===== config.mk =====
export PLATFORM = sky130hd
export DESIGN_NAME = modular_exponentiation_flat
export DESIGN_NICKNAME = d
export VERILOG_FILES = /design/src/rtl/core/me_pkg.sv /design/src/rtl/core/me_if.sv /design/src/rtl/core/me_mulmod.sv /design/src/rtl/core/modular_exponentiation.sv /design/src/flat_wrapper.sv
export SDC_FILE = /design/constraint.sdc
export NUM_CORES = 1
export LEC_CHECK = 0
export BUFFER_PORTS_ARGS = -buffer_cell sky130_fd_sc_hd__buf_2
export CELL_PAD_IN_SITES_DETAIL_PLACEMENT = 0
export CELL_PAD_IN_SITES_GLOBAL_PLACEMENT = 1
export CORE_UTILIZATION = 53
export DETAILED_ROUTE_END_ITERATION = 7
export PLACE_DENSITY = 0.87
export RECOVER_POWER = 25
export SETUP_SLACK_MARGIN = 0.02
export SLEW_MARGIN = 15
export SYNTH_ARGS = -nofsm -noshare
export SYNTH_HDL_FRONTEND = slang
export SYNTH_SLANG_ARGS = --single-unit

===== constraint.sdc =====
create_clock -name clk_i -period 8.15 [get_ports clk_i]
set_clock_uncertainty 0.15 [all_clocks]
set_input_delay 1.63 -clock clk_i [delete_from_list [all_inputs] [get_ports clk_i]]
set_output_delay 1.63 -clock clk_i [all_outputs]
set_load 0.01 [all_outputs]

===== src/rtl/core/me_pkg.sv =====
// Shared constants and types for the modular exponentiation block.
// Depends on nothing; every other file of the block uses it.
package me_pkg;

  // Operand width of modulus, exponent, message and result.
  localparam int Width = 32;
  // Bits of a counter that steps through the operand bits.
  localparam int CntW = $clog2(Width);

  // Configuration register indexes.
  localparam int CfgIdxW = 1;
  localparam logic [CfgIdxW-1:0] CfgModulus  = 1'b0;
  localparam logic [CfgIdxW-1:0] CfgExponent = 1'b1;

  // Status of one modular multiplier.
  typedef struct packed {
    logic busy;
    logic done;
  } mm_stat_t;

endpackage


===== src/rtl/core/me_if.sv =====
// Stream interfaces for the message input and the result output.
// Depends on me_pkg for the operand width.
interface me_in_if;
  logic                     valid;
  logic                     ready;
  logic [me_pkg::Width-1:0] message;

  modport source (output valid, output message, input ready);
  modport sink   (input valid, input message, output ready);
endinterface

interface me_out_if;
  logic                     valid;
  logic                     ready;
  logic [me_pkg::Width-1:0] power_result;

  modport source (output valid, output power_result, input ready);
  modport sink   (input valid, input power_result, output ready);
endinterface


===== src/rtl/core/me_mulmod.sv =====
// Bit-serial interleaved modular multiplier: r = a * b mod m, one bit of b per cycle.
// Depends on me_pkg. Requires a < m and m nonzero when started; b may be any value.
module me_mulmod (
  input  logic                     clk_i,
  input  logic                     rst_ni,
  input  logic                     start_i,
  input  logic [me_pkg::Width-1:0] a_i,
  input  logic [me_pkg::Width-1:0] b_i,
  input  logic [me_pkg::Width-1:0] m_i,
  output logic [me_pkg::Width-1:0] r_o,
  output me_pkg::mm_stat_t         stat_o
);
  import me_pkg::*;

  logic [Width-1:0] r_q, r_d;
  logic [Width-1:0] a_q, a_d;
  logic [Width-1:0] b_q, b_d;
  logic [CntW-1:0]  cnt_q, cnt_d;
  logic             busy_q, busy_d;
  logic             done_q, done_d;

  logic [Width+1:0] sum;
  logic [Width+2:0] diff1;
  logic [Width+2:0] diff2;
  logic [Width-1:0] r_step;

  // One step: double the partial result, add a if the current bit of b is set,
  // then bring the sum (below three times m) back under m.
  always_comb begin
    sum   = {1'b0, r_q, 1'b0} + (b_q[Width-1] ? {2'b00, a_q} : '0);
    diff1 = {1'b0, sum} - {3'b000, m_i};
    diff2 = {1'b0, sum} - {2'b00, m_i, 1'b0};
    if (!diff2[Width+2]) begin
      r_step = diff2[Width-1:0];
    end else if (!diff1[Width+2]) begin
      r_step = diff1[Width-1:0];
    end else begin
      r_step = sum[Width-1:0];
    end
  end

  // Sequencing: load on start, then walk through b from its top bit down.
  always_comb begin
    r_d    = r_q;
    a_d    = a_q;
    b_d    = b_q;
    cnt_d  = cnt_q;
    busy_d = busy_q;
    done_d = 1'b0;
    if (start_i) begin
      r_d    = '0;
      a_d    = a_i;
      b_d    = b_i;
      cnt_d  = '0;
      busy_d = 1'b1;
    end else if (busy_q) begin
      r_d   = r_step;
      b_d   = {b_q[Width-2:0], 1'b0};
      cnt_d = cnt_q + 1'b1;
      if (cnt_q == CntW'(Width - 1)) begin
        busy_d = 1'b0;
        done_d = 1'b1;
      end
    end
  end

  always_ff @(posedge clk_i or negedge rst_ni) begin
    if (!rst_ni) begin
      cnt_q  <= '0;
      busy_q <= 1'b0;
      done_q <= 1'b0;
    end else begin
      cnt_q  <= cnt_d;
      busy_q <= busy_d;
      done_q <= done_d;
    end
  end

  always_ff @(posedge clk_i) begin
    r_q <= r_d;
    a_q <= a_d;
    b_q <= b_d;
  end

  assign r_o         = r_q;
  assign stat_o.busy = busy_q;
  assign stat_o.done = done_q;

endmodule


===== src/rtl/core/modular_exponentiation.sv =====
// Top level of the modular exponentiation block: message ** exponent mod modulus.
// Depends on me_pkg, the interfaces in me_if and two me_mulmod multipliers.
//
//   channel   dir  handshake        payload
//   msg_i     in   valid / ready    message       (Width bits, unsigned)
//   res_o     out  valid / ready    power_result  (Width bits, unsigned)
//   cfg       in   cfg_we_i         cfg_index_i, cfg_wdata_i (modulus, exponent)
//
// An item with a zero exponent or a zero modulus goes from its transfer to the finish
// state and from there into the output register once that is free. Otherwise the
// message is first reduced by one pass of a multiplier, then Width rounds of
// square-and-multiply follow, each with the two bit-serial multipliers running side
// by side. One item is worked on at a time; a new message is taken while the
// previous result still waits in the output register. Reset sets modulus and
// exponent to 1 and empties the output register.
module modular_exponentiation (
  input  logic                       clk_i,
  input  logic                       rst_ni,
  input  logic                       cfg_we_i,
  input  logic [me_pkg::CfgIdxW-1:0] cfg_index_i,
  input  logic [me_pkg::Width-1:0]   cfg_wdata_i,
  me_in_if.sink                      msg_i,
  me_out_if.source                   res_o
);
  import me_pkg::*;

  localparam logic [2:0] StIdle       = 3'd0;
  localparam logic [2:0] StReduce     = 3'd1;
  localparam logic [2:0] StRoundStart = 3'd2;
  localparam logic [2:0] StRoundWait  = 3'd3;
  localparam logic [2:0] StFinish     = 3'd4;

  logic [2:0]       state_q, state_d;
  logic [Width-1:0] modulus_q, modulus_d;
  logic [Width-1:0] exponent_q, exponent_d;
  logic [Width-1:0] acc_q, acc_d;
  logic [Width-1:0] base_q, base_d;
  logic [Width-1:0] exp_q, exp_d;
  logic [CntW-1:0]  rnd_q, rnd_d;
  logic [Width-1:0] out_q, out_d;
  logic             out_valid_q, out_valid_d;

  logic             in_xfer;
  logic             out_load;
  logic [Width-1:0] one_mod;
  logic             start_a, start_b;
  logic [Width-1:0] a_a, b_a;
  logic [Width-1:0] res_a, res_b;
  mm_stat_t         stat_a, stat_b;

  assign in_xfer = msg_i.valid && msg_i.ready;
  // One reduced modulo the modulus: zero when the modulus is one.
  assign one_mod = {{(Width-1){1'b0}}, (modulus_q != {{(Width-1){1'b0}}, 1'b1})};

  // Multiplier A reduces the message first (one_mod * message), then forms
  // acc * base in each round. Multiplier B squares the base.
  assign start_a = (state_q == StIdle && in_xfer && exponent_q != '0 && modulus_q != '0)
                   || (state_q == StRoundStart);
  assign start_b = (state_q == StRoundStart);
  assign a_a     = (state_q == StIdle) ? one_mod : acc_q;
  assign b_a     = (state_q == StIdle) ? msg_i.message : base_q;

  me_mulmod u_mul_acc (
    .clk_i  (clk_i),
    .rst_ni (rst_ni),
    .start_i(start_a),
    .a_i    (a_a),
    .b_i    (b_a),
    .m_i    (modulus_q),
    .r_o    (res_a),
    .stat_o (stat_a)
  );

  me_mulmod u_mul_sqr (
    .clk_i  (clk_i),
    .rst_ni (rst_ni),
    .start_i(start_b),
    .a_i    (base_q),
    .b_i    (base_q),
    .m_i    (modulus_q),
    .r_o    (res_b),
    .stat_o (stat_b)
  );

  // Configuration registers.
  always_comb begin
    modulus_d  = modulus_q;
    exponent_d = exponent_q;
    if (cfg_we_i) begin
      unique case (cfg_index_i)
        CfgModulus:  modulus_d  = cfg_wdata_i;
        CfgExponent: exponent_d = cfg_wdata_i;
        default:     ;
      endcase
    end
  end

  // Sequencer over reduction, rounds and the output register.
  always_comb begin
    state_d  = state_q;
    acc_d    = acc_q;
    base_d   = base_q;
    exp_d    = exp_q;
    rnd_d    = rnd_q;
    out_load = 1'b0;
    unique case (state_q)
      StIdle: begin
        if (in_xfer) begin
          if (exponent_q == '0) begin
            acc_d   = {{(Width-1){1'b0}}, 1'b1};
            state_d = StFinish;
          end else if (modulus_q == '0) begin
            acc_d   = '0;
            state_d = StFinish;
          end else begin
            state_d = StReduce;
          end
        end
      end
      StReduce: begin
        if (stat_a.done) begin
          base_d  = res_a;
          acc_d   = one_mod;
          exp_d   = exponent_q;
          rnd_d   = '0;
          state_d = StRoundStart;
        end
      end
      StRoundStart: begin
        state_d = StRoundWait;
      end
      StRoundWait: begin
        if (stat_a.done) begin
          if (exp_q[0]) begin
            acc_d = res_a;
          end
          base_d = res_b;
          exp_d  = {1'b0, exp_q[Width-1:1]};
          rnd_d  = rnd_q + 1'b1;
          if (rnd_q == CntW'(Width - 1)) begin
            state_d = StFinish;
          end else begin
            state_d = StRoundStart;
          end
        end
      end
      StFinish: begin
        if (!out_valid_q || res_o.ready) begin
          out_load = 1'b1;
          state_d  = StIdle;
        end
      end
      default: begin
        state_d = StIdle;
      end
    endcase
  end

  // Output register: holds a result until its transfer.
  always_comb begin
    out_d       = out_q;
    out_valid_d = out_valid_q;
    if (out_load) begin
      out_d       = acc_q;
      out_valid_d = 1'b1;
    end else if (res_o.ready) begin
      out_valid_d = 1'b0;
    end
  end

  always_ff @(posedge clk_i or negedge rst_ni) begin
    if (!rst_ni) begin
      state_q     <= StIdle;
      modulus_q   <= {{(Width-1){1'b0}}, 1'b1};
      exponent_q  <= {{(Width-1){1'b0}}, 1'b1};
      rnd_q       <= '0;
      out_valid_q <= 1'b0;
    end else begin
      state_q     <= state_d;
      modulus_q   <= modulus_d;
      exponent_q  <= exponent_d;
      rnd_q       <= rnd_d;
      out_valid_q <= out_valid_d;
    end
  end

  always_ff @(posedge clk_i) begin
    acc_q  <= acc_d;
    base_q <= base_d;
    exp_q  <= exp_d;
    out_q  <= out_d;
  end

  assign msg_i.ready        = (state_q == StIdle);
  assign res_o.valid        = out_valid_q;
  assign res_o.power_result = out_q;

  // A transfer always starts work on the item.
  a_xfer_starts: assert property (@(posedge clk_i) disable iff (!rst_ni)
    in_xfer |=> state_q != StIdle)
    else $error("accepted message left the block idle");

  // Both multipliers finish in the same cycle of a round.
  a_mul_lockstep: assert property (@(posedge clk_i) disable iff (!rst_ni)
    state_q == StRoundWait |-> stat_a.done == stat_b.done)
    else $error("multipliers out of step");

  // A round is only started with both multipliers free.
  a_start_free: assert property (@(posedge clk_i) disable iff (!rst_ni)
    state_q == StRoundStart |-> !stat_a.busy && !stat_b.busy)
    else $error("round started while a multiplier is busy");

  // A finished result waits while the output register is still occupied.
  a_finish_waits: assert property (@(posedge clk_i) disable iff (!rst_ni)
    (state_q == StFinish && out_valid_q && !res_o.ready) |=> state_q == StFinish)
    else $error("result loaded over a pending one");

endmodule


===== src/flat_wrapper.sv =====
// flat-port wrapper written by rule: the top's interface ports become plain ports
module modular_exponentiation_flat import me_pkg::*;
  (clk_i, rst_ni, cfg_we_i, cfg_index_i, cfg_wdata_i, msg_i_valid, msg_i_message, msg_i_ready, res_o_valid, res_o_power_result, res_o_ready);
  me_in_if msg_i_i ();
  me_out_if res_o_i ();
  input  logic clk_i;
  input  logic rst_ni;
  input  logic cfg_we_i;
  input  logic [me_pkg::CfgIdxW-1:0] cfg_index_i;
  input  logic [me_pkg::Width-1:0] cfg_wdata_i;
  input wire logic [$bits(msg_i_i.valid)-1:0] msg_i_valid;
  input wire logic [$bits(msg_i_i.message)-1:0] msg_i_message;
  output wire logic [$bits(msg_i_i.ready)-1:0] msg_i_ready;
  output wire logic [$bits(res_o_i.valid)-1:0] res_o_valid;
  output wire logic [$bits(res_o_i.power_result)-1:0] res_o_power_result;
  input wire logic [$bits(res_o_i.ready)-1:0] res_o_ready;
  assign msg_i_i.valid = msg_i_valid;
  assign msg_i_i.message = msg_i_message;
  assign msg_i_ready = msg_i_i.ready;
  assign res_o_valid = res_o_i.valid;
  assign res_o_power_result = res_o_i.power_result;
  assign res_o_i.ready = res_o_ready;
  modular_exponentiation u_core (.clk_i(clk_i), .rst_ni(rst_ni), .cfg_we_i(cfg_we_i), .cfg_index_i(cfg_index_i), .cfg_wdata_i(cfg_wdata_i), .msg_i(msg_i_i), .res_o(res_o_i));
endmodule

==> impl_metrics.env <==
export IMPL_wl_per_cell_um=22.6
export IMPL_dr_wl_met2_um=34200
export IMPL_firstDrtPassIters=6
export IMPL_clk_path_buf_depth=3
export IMPL_yosysSeqAreaShare=0.418
export IMPL_tns_ps=0
export IMPL_synth_top_family_by_area="compound AO/OA/AOI/OAI gates"
export IMPL_worstMarginPinSlew_ps=3080
export IMPL_synth_compound_area_frac=0.195
export IMPL_yosysTopAreaCell="edfxtp_1"
export IMPL_final_antenna_net_count=0
export IMPL_vias=22500
export IMPL_die_w_um=226
export IMPL_m1WireLength_um=39100
export IMPL_critPathSlowestCell="edfxtp_1"
export IMPL_synth_cells=2896
export IMPL_pre_cts_slack_ps=1320
export IMPL_fillers=4372
export IMPL_layout_cells_non_filler=3654
export IMPL_diodes=0
export IMPL_rsz0062_at_grt="no"
export IMPL_syn_num_nets=3168
export IMPL_finalCritPeriodShare=0.858
export IMPL_via_per_inst=6.17
export IMPL_post_cts_repair_setup_buffers=0
export IMPL_netlist_area_um2=26600
export IMPL_cp_cell_sequence="and2_1, ha_1, inv_1, fa_1, nand2b_1, a21oi_1, a21o_1, a21boi_2, o21ai_0, a21o_1, a21oi_1, xnor2_1, ha_1, and4_1, nand3_1, o211ai_1, or4_1, o31ai_4, o22ai_2, a211oi_4, buf_4, mux2_2, a21oi_1, nor2_1"
export IMPL_die_area_um2=51100
export IMPL_crit_buf_inv=2
export IMPL_layout_min_cycle_time_ps=6990
export IMPL_die_h_um=226
export IMPL_cpPeakStageDelay_ps=810
export IMPL_cp_depth=24
export IMPL_cpMostUsedCell="a21oi_1"
export IMPL_fmax_mhz=143
export IMPL_fp_coreArea_um2=49300
export IMPL_wl_met3_um=6300
export IMPL_cts_tree="yes"
export IMPL_root_buffer="clkbuf_16"
export IMPL_violations="capacitance limit, slew limit"
export IMPL_grtUsageTotal=0.322
export IMPL_cts_made_buffers=45
export IMPL_h_tree_depth=2
export IMPL_synth_adder_area_share=0.0967
export IMPL_arrival_ps=7320
export IMPL_grt_max_degree=68
export IMPL_worstSetupPathType="reg -> reg"
export IMPL_synth_cell_types=89
export IMPL_post_cts_resized=0
export IMPL_relSlewSlack=-1.05
export IMPL_timing_final_hold_violations=0
export IMPL_ios=104
export IMPL_area_delta_synth_final_pct=9.62
export IMPL_cap_viol_max_count=6
export IMPL_synthMuxAreaShare=0.0262
export IMPL_grt_pass1_vias=21200
export IMPL_dpl_hpwl_um=62600
export IMPL_clk_insertion_delay_late_ps=610
export IMPL_crit_family="compound AO/OA/AOI/OAI gates"
export IMPL_setup_viol=0
export IMPL_nets=3225
export IMPL_status="finished with violations"
export IMPL_async_reset_ff_frac=0.212
export IMPL_drive_above_1_share=0.0880
export IMPL_cts_sinks=406
export IMPL_reg2regPathDepth=24
export IMPL_synth_xor_area_frac=0.0553
export IMPL_start_util=0.540
export IMPL_highest_layer="met4"
export IMPL_synth_top_area_frac=0.289
export IMPL_hold_class="reg -> reg"
export IMPL_drc=0
export IMPL_synthSimpleGateAreaFrac=0.177
export IMPL_wl_um=82500
export IMPL_setup_slack_ps=1160
export IMPL_synth_ff_type="edfxtp_1"
export IMPL_worstPathMaxFanout=32
export IMPL_hold_depth=0
export IMPL_synth_edff_count=256
export IMPL_synth_avg_cell_area_um2=9.19
export IMPL_dp_cells=3569
export IMPL_finalWeightedCongestion=0.977
export IMPL_clkTransAtPathRegs_ps=60
export IMPL_synth_seq_cells=406
export IMPL_yosysMostFrequentCell="nand2_1"
export IMPL_ys_warn_count=0
export IMPL_antenna_found_initial=0
export IMPL_first_iter_violations=1936
export IMPL_setup_worst_path_start_class="register"
export IMPL_crit_path_end_kind="register"
export IMPL_final_util=0.592
export IMPL_synth_top_cells_by_count="nand2_1 (519), edfxtp_1 (256), a21oi_1 (243), ha_1 (196), o21ai_0 (170)"
export IMPL_placementRows=81
export IMPL_grt_pass1_wl_um=124000
export IMPL_ys_top_cells_by_area="edfxtp_1 (29%), ha_1 (9.2%), dfrtp_1 (7.9%)"
export IMPL_port_buffers=103
export IMPL_hold_buffers=0
export IMPL_drv_slew=263
export IMPL_grt_ovfl_total=0
export IMPL_crit_required_ps=8480
[worst reg2reg max path, stage by stage, from the launching register on]
cell      delay [ps]
edfxtp_1         810
and2_1           250
ha_1             190
inv_1             60
fa_1             400
nand2b_1         180
a21oi_1          210
a21o_1           230
a21boi_2         110
o21ai_0          320
a21o_1           170
a21oi_1           70
xnor2_1          450
ha_1             390
and4_1           230
nand3_1           90
o211ai_1         120
or4_1            550
o31ai_4          110
o22ai_2          150
a211oi_4         550
buf_4            450
mux2_2           400
a21oi_1          180
nor2_1            70
[placed cells by master (no fill, tap or decap), types with 10 or more instances in the layout]
cell / n
nand2_1: 518
edfxtp_1: 256
a21oi_1: 243
ha_1: 196
o21ai_0: 170
nor2_1: 161
xnor2_1: 112
buf_2: 102
and2_1: 101
a21o_1: 98
inv_1: 87
dfrtp_1: 84
dfxtp_1: 64
xor2_1: 56
a31oi_1: 49
and3_1: 47
clkbuf_16: 45
nand3_1: 42
mux2_2: 36
a211oi_1: 29
nor3_1: 29
o211ai_1: 28
o21a_1: 28
mux2i_1: 28
nand4_1: 26
buf_4: 23
nand2b_1: 21
o21bai_1: 21
nor4_1: 20
nor2b_1: 18
clkbuf_1: 17
o31ai_1: 14
and4_1: 13
o221ai_1: 10
[state kept, by name (all words and copies together), names as in the netlist, 3 cells and up]
| register | flops |
|---|---|
| u_core.exp_q | 32 |
| u_core.u_mul_sqr.r_o | 32 |
| u_core.state_q | 3 |
| u_core.u_mul_sqr.b_q | 32 |
| u_core.u_mul_sqr.a_q | 32 |
| u_core.acc_q | 32 |
| u_core.u_mul_acc.b_q | 32 |
| u_core.u_mul_acc.a_q | 32 |
| u_core.u_mul_acc.r_o | 32 |
| u_core.u_mul_sqr.cnt_q | 5 |
| u_core.base_q | 32 |
| u_core.modulus_q | 32 |
| u_core.res_o.power_result | 32 |
| u_core.u_mul_acc.cnt_q | 5 |
| u_core.rnd_q | 5 |
| u_core.exponent_q | 32 |
[path summary, 6_finish.rpt]
check	from	endpoint	slack, ps
setup / recovery	u_core.u_mul_sqr.b_q[31]	u_core.u_mul_sqr.r_o[14]	1160
setup reg to reg	u_core.u_mul_sqr.b_q[31]	u_core.u_mul_sqr.r_o[14]	1160
hold / removal	u_core.acc_q[4]	u_core.res_o.power_result[4]	290
min in group asynchronous	rst_ni	u_core.u_mul_acc.cnt_q[0]	1760
max in group asynchronous	rst_ni	u_core.modulus_q[4]	4300
hold reg to reg	u_core.acc_q[4]	u_core.res_o.power_result[4]	290
[kinds of logic after synthesis]
family	count (synthesis)
xor+xnor	168
mux	65
simple gates	1031
compound gates	812
fa+ha+maj	202
buf+inv	212
flops	406
[final cells by class]
type | count | area, µm² | share of cell area
multi-input cells | 2278 | 14700 | 0.504
flip-flops and latches | 406 | 11100 | 0.381
clock buffers | 58 | 1190 | 0.0410
well taps | 664 | 831 | 0.0285
repair buffers | 131 | 706 | 0.0242
inverters | 91 | 343 | 0.0118
clock inverters | 26 | 282 | 0.00965
[per-stage QoR]
stage / instance area (µm²) / hold WS [ps]
finish: 29200 / 285
global route: 29200 / 296
CTS: 29200 / 287
detailed placement: 27700 / 274
global placement: 27700 / 276
floorplan: 26600 / 267
[routing by layer]
layer,up-vias,track usage
met5,-,0
met4,0,0.116
met3,101,0.0455
met2,902,0.467
met1,10900,0.485
li1,10600,-
Power is not shown: default switching activity piles up to over one toggle a cycle in this logic, so the estimate is an artifact.
